File: src/rtl/core/mva_pkg.sv
// shared types, constants and arithmetic helpers of the molecular virial accumulator
package mva_pkg;

  localparam int unsigned FracBits = 32;
  localparam int unsigned WordW = 64;
  localparam int unsigned MassW = 63;
  localparam int unsigned ProdW = 128;

  localparam logic [1:0] KindAtom   = 2'd0;
  localparam logic [1:0] KindLoad   = 2'd1;
  localparam logic [1:0] KindFinish = 2'd2;

  localparam logic [63:0] SMax = 64'h7FFF_FFFF_FFFF_FFFF;
  localparam logic [63:0] SMin = 64'h8000_0000_0000_0000;

  // accumulator slot order xx, yy, zz, xy, xz, yz
  typedef enum logic [2:0] {
    SlotXx = 3'd0, SlotYy = 3'd1, SlotZz = 3'd2,
    SlotXy = 3'd3, SlotXz = 3'd4, SlotYz = 3'd5
  } slot_e;

  // datapath operations issued by the controller
  typedef enum logic [3:0] {
    OpNone     = 4'd0,
    OpLatch    = 4'd1,  // capture the request operands
    OpMul      = 4'd2,  // one product (or one half of a cross pair) for a slot into the product register
    OpAtomAcc  = 4'd3,  // subtract scaled product from a partial
    OpSumAcc   = 4'd4,  // gradient and weighted position sums for one axis
    OpDivStart = 4'd5,  // start the divider on the product register
    OpCorrAcc  = 4'd6,  // add the quotient to a partial
    OpFold     = 4'd7,  // fold all partials into totals and clear per-molecule state
    OpLoadBase = 4'd8,
    OpEmit     = 4'd9,  // place one tensor entry in the output register
    OpClrTot   = 4'd10,
    OpMassMul  = 4'd11  // mass times position for one axis
  } op_e;

  typedef struct packed {
    op_e        op;
    logic [2:0] slot;
    logic [1:0] axis;
    logic [3:0] entry;
    logic       corr;    // products use the running sums rather than the atom
  } cmd_t;

  typedef struct packed {
    logic div_busy;
    logic eom;
    logic mass_zero;
    logic [1:0] kind;
    logic idx_ok;
  } stat_t;

  // row-major entry to slot
  function automatic logic [2:0] entry_slot(input logic [3:0] e);
    logic [2:0] s;
    case (e)
      4'd0: s = 3'(SlotXx);
      4'd1: s = 3'(SlotXy);
      4'd2: s = 3'(SlotXz);
      4'd3: s = 3'(SlotXy);
      4'd4: s = 3'(SlotYy);
      4'd5: s = 3'(SlotYz);
      4'd6: s = 3'(SlotXz);
      4'd7: s = 3'(SlotYz);
      default: s = 3'(SlotZz);
    endcase
    return s;
  endfunction

  function automatic logic [63:0] sat_add(input logic [63:0] a, input logic [63:0] b);
    logic [63:0] s;
    s = a + b;
    if ((a[63] == b[63]) && (s[63] != a[63])) return a[63] ? SMin : SMax;
    return s;
  endfunction

  function automatic logic [63:0] sat_sub(input logic [63:0] a, input logic [63:0] b);
    logic [63:0] s;
    s = a - b;
    if ((a[63] != b[63]) && (s[63] != a[63])) return a[63] ? SMin : SMax;
    return s;
  endfunction

  // sign and 128-bit magnitude to saturated 64-bit word
  function automatic logic [63:0] sat_mag(input logic neg, input logic [127:0] m);
    if (neg) begin
      if (m[127:64] != '0 || m[63:0] > SMin) return SMin;
      return ~m[63:0] + 64'd1;
    end
    if (m[127:64] != '0 || m[63:0] > SMax) return SMax;
    return m[63:0];
  endfunction

  function automatic logic [63:0] mag64(input logic [63:0] v);
    return v[63] ? (~v + 64'd1) : v;
  endfunction

endpackage

File: src/rtl/core/mva_ctrl.sv
// controller: sequences multiplies, accumulates, correction divides and emission
module mva_ctrl (
  input  logic           clk_i,
  input  logic           rst_ni,
  input  logic           in_valid_i,
  output logic           in_ready_o,
  output logic           out_valid_o,
  input  logic           out_ready_i,
  input  mva_pkg::stat_t stat_i,
  input  logic           mul_done_i,
  output mva_pkg::cmd_t  cmd_o
);
  typedef enum logic [10:0] {
    StIdle   = 11'b00000000001,
    StDecode = 11'b00000000010,
    StMul    = 11'b00000000100,
    StMulW   = 11'b00000001000,
    StAcc    = 11'b00000010000,
    StMass   = 11'b00000100000,
    StMassW  = 11'b00001000000,
    StDivW   = 11'b00010000000,
    StFold   = 11'b00100000000,
    StEmit   = 11'b01000000000,
    StOut    = 11'b10000000000
  } state_e;

  state_e      state_q, state_d;
  logic [2:0]  slot_q, slot_d;
  logic [1:0]  axis_q, axis_d;
  logic [3:0]  entry_q, entry_d;
  logic        corr_q, corr_d;
  logic        sec_q, sec_d;     // waiting for the second cross product
  logic        divst_q, divst_d; // divider already launched for the slot

  always_comb begin
    state_d = state_q; slot_d = slot_q; axis_d = axis_q; entry_d = entry_q;
    corr_d = corr_q; sec_d = sec_q; divst_d = divst_q;
    cmd_o = '{op: mva_pkg::OpNone, slot: slot_q, axis: axis_q, entry: entry_q, corr: corr_q};
    in_ready_o = 1'b0;
    out_valid_o = 1'b0;
    unique case (state_q)
      StIdle: begin
        in_ready_o = 1'b1;
        if (in_valid_i) begin
          cmd_o.op = mva_pkg::OpLatch;
          state_d = StDecode;
        end
      end
      StDecode: begin
        slot_d = 3'd0; axis_d = 2'd0; entry_d = 4'd0; corr_d = 1'b0; sec_d = 1'b0;
        divst_d = 1'b0;
        case (stat_i.kind)
          mva_pkg::KindAtom: state_d = StMul;
          mva_pkg::KindLoad: begin
            if (stat_i.idx_ok) cmd_o.op = mva_pkg::OpLoadBase;
            state_d = StIdle;
          end
          mva_pkg::KindFinish: state_d = StEmit;
          default: state_d = StIdle;
        endcase
      end
      StMul: begin
        cmd_o.op = mva_pkg::OpMul;
        state_d = StMulW;
      end
      StMulW: begin
        if (mul_done_i) begin
          if (slot_q >= 3'd3 && !sec_q) begin
            sec_d = 1'b1;
            state_d = StMul;
          end else begin
            sec_d = 1'b0;
            state_d = corr_q ? StDivW : StAcc;
          end
        end
      end
      StAcc: begin
        cmd_o.op = mva_pkg::OpAtomAcc;
        if (slot_q == 3'd5) begin
          slot_d = 3'd0;
          state_d = StMass;
        end else begin
          slot_d = slot_q + 3'd1;
          state_d = StMul;
        end
      end
      StMass: begin
        cmd_o.op = mva_pkg::OpMassMul;
        state_d = StMassW;
      end
      StMassW: begin
        if (mul_done_i) state_d = StFold;
      end
      StDivW: begin
        if (!divst_q) begin
          cmd_o.op = mva_pkg::OpDivStart;
          divst_d = 1'b1;
        end else if (!stat_i.div_busy) begin
          cmd_o.op = mva_pkg::OpCorrAcc;
          divst_d = 1'b0;
          if (slot_q == 3'd5) begin
            state_d = StFold;
            slot_d = 3'd0;
            corr_d = 1'b0;
            axis_d = 2'd3;
          end else begin
            slot_d = slot_q + 3'd1;
            state_d = StMul;
          end
        end
      end
      StFold: begin
        if (!corr_q && axis_q != 2'd3) begin
          // sum accumulation for one axis after its mass product
          cmd_o.op = mva_pkg::OpSumAcc;
          if (axis_q == 2'd2) begin
            if (!stat_i.eom) state_d = StIdle;
            else if (stat_i.mass_zero) begin
              axis_d = 2'd3;
            end else begin
              corr_d = 1'b1;
              slot_d = 3'd0;
              state_d = StMul;
            end
          end else begin
            axis_d = axis_q + 2'd1;
            state_d = StMass;
          end
        end else begin
          cmd_o.op = mva_pkg::OpFold;
          state_d = StIdle;
        end
      end
      StEmit: begin
        cmd_o.op = mva_pkg::OpEmit;
        state_d = StOut;
      end
      StOut: begin
        out_valid_o = 1'b1;
        if (out_ready_i) begin
          if (entry_q == 4'd8) begin
            cmd_o.op = mva_pkg::OpClrTot;
            state_d = StIdle;
          end else begin
            entry_d = entry_q + 4'd1;
            state_d = StEmit;
          end
        end
      end
      default: state_d = StIdle;
    endcase
  end

  always_ff @(posedge clk_i or negedge rst_ni) begin
    if (!rst_ni) begin
      state_q <= StIdle;
      slot_q <= '0; axis_q <= '0; entry_q <= '0;
      corr_q <= 1'b0; sec_q <= 1'b0; divst_q <= 1'b0;
    end else begin
      state_q <= state_d;
      slot_q <= slot_d; axis_q <= axis_d; entry_q <= entry_d;
      corr_q <= corr_d; sec_q <= sec_d; divst_q <= divst_d;
    end
  end
endmodule

File: config.mk
export PLATFORM = sky130hd
export DESIGN_NAME = mva_ctrl
export DESIGN_NICKNAME = d
export VERILOG_FILES = /design/src/rtl/core/mva_pkg.sv /design/src/rtl/core/mva_ctrl.sv
export SDC_FILE = /design/constraint.sdc
export NUM_CORES = 1
export LEC_CHECK = 0
export ABC_AREA = 1
export BUFFER_PORTS_ARGS = -buffer_cell sky130_fd_sc_hd__buf_2
export CAP_MARGIN = 20
export CORE_ASPECT_RATIO = 0.7
export CORE_MARGIN = 2
export CORE_UTILIZATION = 51
export DETAILED_ROUTE_END_ITERATION = 10
export PLACE_DENSITY_LB_ADDON = 0.05
export SETUP_SLACK_MARGIN = 0.3
export SYNTH_ARGS = -nofsm -noshare
export SYNTH_HDL_FRONTEND = slang
export SYNTH_SLANG_ARGS = --single-unit
File: constraint.sdc
create_clock -name clk_i -period 1.5 [get_ports clk_i]
set_input_delay 0 -clock clk_i [delete_from_list [all_inputs] [get_ports clk_i]]
set_output_delay 0 -clock clk_i [all_outputs]
set_load 0.005 [all_outputs]
==> flow_metrics.py, run 1 <==
metrics = {
    "clock_network": {
        "cts-buffers-inserted": 3,
        "ctsLongestPathBuffers": 2,
        "cts-root-buf": "clkbuf_8",
        "cts_sinks": 23,
        "h-tree-depth": 1,
    },
    "synth": {
        "synth_area_um2": 1690,
        "synth.avg_cell_area_um2": 6.66,
        "synth_seq_cells": 23,
        "ys_warn_count": 0,
        "ys_types": 27,
        "netlist_instances": 254,
        "yosysSeqAreaShare_pct": 34.1,
        "syn_nets": 270,
    },
    "placed_design": {
        "dp_hpwl_um": 3830,
        "gp_congestion": 0.972,
        "io_buffers": 26,
    },
    "global_routing": {
        "grt_max_degree": 24,
        "antenna_found_initial": 2,
    },
    "floorplanning": {
        "io_pins": 27,
        "initial_core_util_pct": 53.7,
        "die_y_um": 52.2,
        "num_rows": 17,
        "die_w_um": 72.8,
    },
    "run_status": {
        "outcome": "aborted with a tool error",
        "stop_stage": "5_1_grt",
        "tool.error": "[ERROR DPL-0033] detailed placement checks failed during check placement.",
    },
    "sta": {
        "worstEndpointGrtRepair": "cmd_o[10]",
        "worst_endpoint_kind": "top-level output",
    },
}
-- what timing repair did --
| item | CTS |
|---|---|
| gates cloned | 0 |
| pin swaps | 27 |
| endpoints found under the setup margin | 29 |
| hold buffers | 2 |
| buffers inserted | 20 |
| gates resized for setup | 83 |
| endpoints found under the hold margin | 23 |
-- stage by stage --
stage / std cells / TNS, ns / area, um2 / setup WS, ns
after detailed placement: 353 / -1.05 / 2170 / -0.0967
after global placement: 353 / -0.652 / 2170 / -0.0913
after floorplan: 254 / 0 / 1730 / 0.0644
after CTS: 379 / -2.07 / 2710 / -0.189
-- synth_stat cells, drive strengths merged --
master,count,area [um2]
a21oi,6,30.0
and3,1,6.26
or2,3,18.8
nand3,26,150
o22ai,1,6.26
nand2,75,292
nand4,6,37.5
nor4,1,12.5
inv,36,135
xnor2,1,8.76
nand3b,1,7.51
o2111ai,1,8.76
nor2,47,219
o32ai,1,8.76
ha,5,62.6
o21ai,13,68.8
dfrtp,22,551
buf,1,7.51
dfstp,1,26.3
xor2,1,8.76
nor3,5,25.0
-- logic make-up after synthesis --
group                      share of synthesized area [%]
and+or+nand+nor                                     45.4
buffers and inverters                               8.44
DFF                                                 34.1
AOI/OAI and AO/OA                                   7.25
adders and majority gates                           3.70
xor gates and xnor gates                            1.04
==> inputs of run 2 (changes only) <==
--- a/config.mk
+++ b/config.mk
@@ -8,12 +8,10 @@
 export ABC_AREA = 1
 export BUFFER_PORTS_ARGS = -buffer_cell sky130_fd_sc_hd__buf_2
 export CAP_MARGIN = 20
-export CORE_ASPECT_RATIO = 0.7
 export CORE_MARGIN = 2
-export CORE_UTILIZATION = 51
+export CORE_UTILIZATION = 40
 export DETAILED_ROUTE_END_ITERATION = 10
-export PLACE_DENSITY_LB_ADDON = 0.05
-export SETUP_SLACK_MARGIN = 0.3
+export PLACE_DENSITY_LB_ADDON = 0.15
 export SYNTH_ARGS = -nofsm -noshare
 export SYNTH_HDL_FRONTEND = slang
 export SYNTH_SLANG_ARGS = --single-unit
==> constraint.sdc (replaced) <==
create_clock -name clk_i -period 1.95 [get_ports clk_i]
set_input_delay 0 -clock clk_i [delete_from_list [all_inputs] [get_ports clk_i]]
set_output_delay 0 -clock clk_i [all_outputs]
set_load 0.005 [all_outputs]
==> flow_metrics.py, run 2 <==
metrics = {
    "floorplanning": {
        "num_rows": 23,
        "die_y_um": 69.0,
        "initial_core_util_pct": 42.0,
        "core-area_um2": 4030,
        "dieArea_um2": 4760,
        "die_w_um": 69.0,
        "io_pins": 27,
    },
    "placed_design": {
        "dp_hpwl_um": 3480,
        "io_buffers": 26,
        "gp_congestion": 0.867,
    },
    "global_routing": {
        "grtUsageMet1_pct": 25.6,
        "grt_pass1_vias": 1646,
        "overflow": 0,
        "grt_pass1_wl_um": 7520,
        "grt_max_degree": 24,
        "antenna_found_initial": 0,
        "track_usage_pct": 19.0,
        "top_usage_layer": "met2",
        "gr-usage-met2_pct": 33.3,
        "use_met3_pct": 2.19,
    },
    "setup_path": {
        "critPathBufInv": 2,
        "crit_chain": "nor2_1 -> nand2_2 -> nor2_4 -> nand2_1 -> inv_1 -> nand4_1 -> nand4_1 -> buf_2",
        "cp_slowest_cell": "dfrtp_1",
        "arrival_ns": 1.85,
        "rr_startpoint": "axis_q[0]",
        "critical_path.max_stage_delay_ns": 0.41,
        "worst_setup_path_start_kind": "flip-flop",
        "criticalPathCategory": "flip-flop to output pin",
        "startpoint": "state_q[5]",
        "crit_fanout": 6,
        "crit_top_cell": "nand4_1",
        "worstSetupEndpointType": "output pin",
        "cp_top_family": "simple AND/OR/NAND/NOR gates",
        "critPathRequiredTime_ns": 1.95,
    },
    "synth": {
        "ys_warn_count": 0,
        "syn_nets": 270,
        "synth_top_cell_area_share_pct": 32.6,
        "synthTopCellsByCount": "71 x nand2_1, 40 x nor2_1, 35 x inv_1, 22 x dfrtp_1, 22 x nand3_1",
        "synth_seq_cells": 23,
        "ys_types": 27,
        "netlist_instances": 254,
        "synth_area_um2": 1690,
        "synthTopCellsByArea": "dfrtp_1 33%, nand2_1 16%, nor2_1 8.9%",
        "async_flop_share_pct": 100,
        "synthFlopType": "dfrtp_1",
        "yosys.area.top_type": "dfrtp_1",
        "synth_edf_count": 0,
        "yosysSeqAreaShare_pct": 34.1,
        "yosysMostFrequentCell": "nand2_1",
        "synth.avg_cell_area_um2": 6.66,
    },
    "run_status": {
        "outcome": "complete, no violations",
    },
    "cells_and_area": {
        "largest_reg_flops": 11,
        "most-common-layout-cells": "70 x nand2_1, 39 x nor2_1, 35 x inv_1",
        "diodes": 0,
        "largestRegisters": "state_q: 11 flops, entry_q: 4 flops, slot_q: 3 flops",
        "nNetsFinal": 306,
        "regMostFlops": "state_q",
        "final_common_cell": "nand2_1",
        "nFillCells": 429,
        "drive_above_1_share_pct": 19.7,
        "syn_to_final_growth_pct": 17.1,
    },
    "pwr": {
        "power_density_nw_per_um2": 750,
        "p_int_mw": 0.890,
        "leakage_nw": 1.12,
        "combPwrFrac_pct": 41.0,
        "ir_drop_mv": 0.289,
        "seq_power_share_pct": 37.6,
        "clkPwrFrac_pct": 21.4,
        "swShare_pct": 40.1,
        "p_switching_mw": 0.595,
        "p_total_mw": 1.48,
    },
    "drt": {
        "drt-total-wl_um": 4430,
        "wire_per_inst_um": 13.1,
        "firstDrtPassIters": 4,
        "drtIter0Drc": 98,
        "drc": 0,
        "vias": 1723,
        "ant_nets": 0,
        "viasPerCell": 5.08,
    },
    "sta": {
        "skew_ns": 0.00737,
        "period_minus_slack_ns": 1.85,
        "max_slew_margin_pct": 63.2,
        "setup_violations": 0,
        "period_share_pct": 94.9,
        "rsz0062_at_grt": "yes",
        "finalHoldViolCount": 0,
        "max_freq_ghz": 0.541,
        "drv_slew": 0,
        "finalSetupTns_ns": 0,
        "tightest_slew_ns": 0.552,
    },
    "flow_run": {
        "max-cap-violations": 0,
    },
    "clock_network": {
        "h-tree-depth": 1,
        "cts_sinks": 23,
        "clock_latency_ns": 0.27,
        "cts-root-buf": "clkbuf_8",
        "ctsLongestPathBuffers": 2,
        "cts-buffers-inserted": 3,
        "cts.clk_slew.worst_paths_ns": 0.09,
        "cts_tree": "built",
    },
    "hold_path": {
        "hp-class": "primary input to flip-flop",
        "hold_start": "mul_done_i",
    },
}
-- run 2: cell counts after synthesis --
Identical to the previous run, type by type.
-- run 2: kinds of logic (layout without fill, tap and decap cells) --
family	after synthesis	in the layout	synth area share, %
adder cells (fa/ha/maj)	5	5	3.70
flip-flops	23	23	34.1
buffers and inverters	37	72	8.44
XOR/XNOR	2	2	1.04
AND/OR/NAND/NOR	165	165	45.4
AO/OA/AOI/OAI	22	22	7.25
-- run 2: worst paths after layout --
check	cells past startpoint	end	slack [ns]
setup / recovery	8	cmd_o[13]	0.10
hold / removal	3	sec_q	0.02
setup reg to reg	7	slot_q[1]	0.21
hold reg to reg	2	axis_q[0]	0.54
max in group asynchronous	2	state_q[0]	1.34
min in group asynchronous	2	state_q[2]	0.24
-- run 2: power by group through the flow --
| stage | clock (mW) | combinational, mW | sequential [mW] |
|---|---|---|---|
| 2_1_floorplan | 0 | 0.411 | 0.558 |
| 4_1_cts | 0.320 | 0.566 | 0.560 |
| 3_3_place_gp | 0 | 0.560 | 0.568 |
| 5_1_grt | 0.340 | 0.692 | 0.569 |
| 6_report | 0.317 | 0.609 | 0.558 |
| 3_5_place_dp | 0 | 0.558 | 0.569 |
-- run 2: worst reg2reg max path, delay by kind of cell (launching register included) --
family                     cells  cell delay (ns)
DFF                            1             0.42
and+or+nand+nor                5             0.90
adders and majority gates      1             0.20
AOI/OAI and AO/OA              1             0.16
-- run 2: final cells by class --
class,instances,area [um2],share of cell area [%]
Clock buffer,3,41.3,2.09
Clock inverter,1,5.00,0.253
Inverter,36,135,6.83
Multi-Input combinational cell,194,976,49.3
Sequential cell,23,577,29.1
Tap cell,50,62.6,3.16
Timing Repair Buffer,32,183,9.23
-- run 2: timing repair --
item	in CTS	in global routing
hold endpoints to repair	24	0
endpoints found under the setup margin	0	2
gates resized for setup	0	2
setup buffers	0	2
hold buffers	3	0
-- run 2: metal layers --
layer / vias to the layer above / share of wire [%]
met5: - / 0
met4: 0 / 1.4
met3: 7 / 3.9
met2: 36 / 48
met1: 798 / 47
li1: 882 / -
-- run 2: stage by stage --
| step | area, um2 | instances | utilization [%] | hold WS [ns] | setup WS (ns) |
|---|---|---|---|---|---|
| after floorplan | 1690 | 254 | - | -0.296 | 0.379 |
| after global placement | 1880 | 330 | 46.7 | 0.0233 | 0.290 |
| after detailed placement | 1880 | 330 | 46.7 | 0.0263 | 0.225 |
| after CTS | 1960 | 337 | 48.6 | 0.0261 | 0.111 |
| after global routing | 1980 | 339 | 49.1 | 0.0439 | -0.00205 |
| final | 1980 | 339 | 49.1 | 0.0209 | 0.100 |
Note: power is estimated with default switching activity, not from simulation.
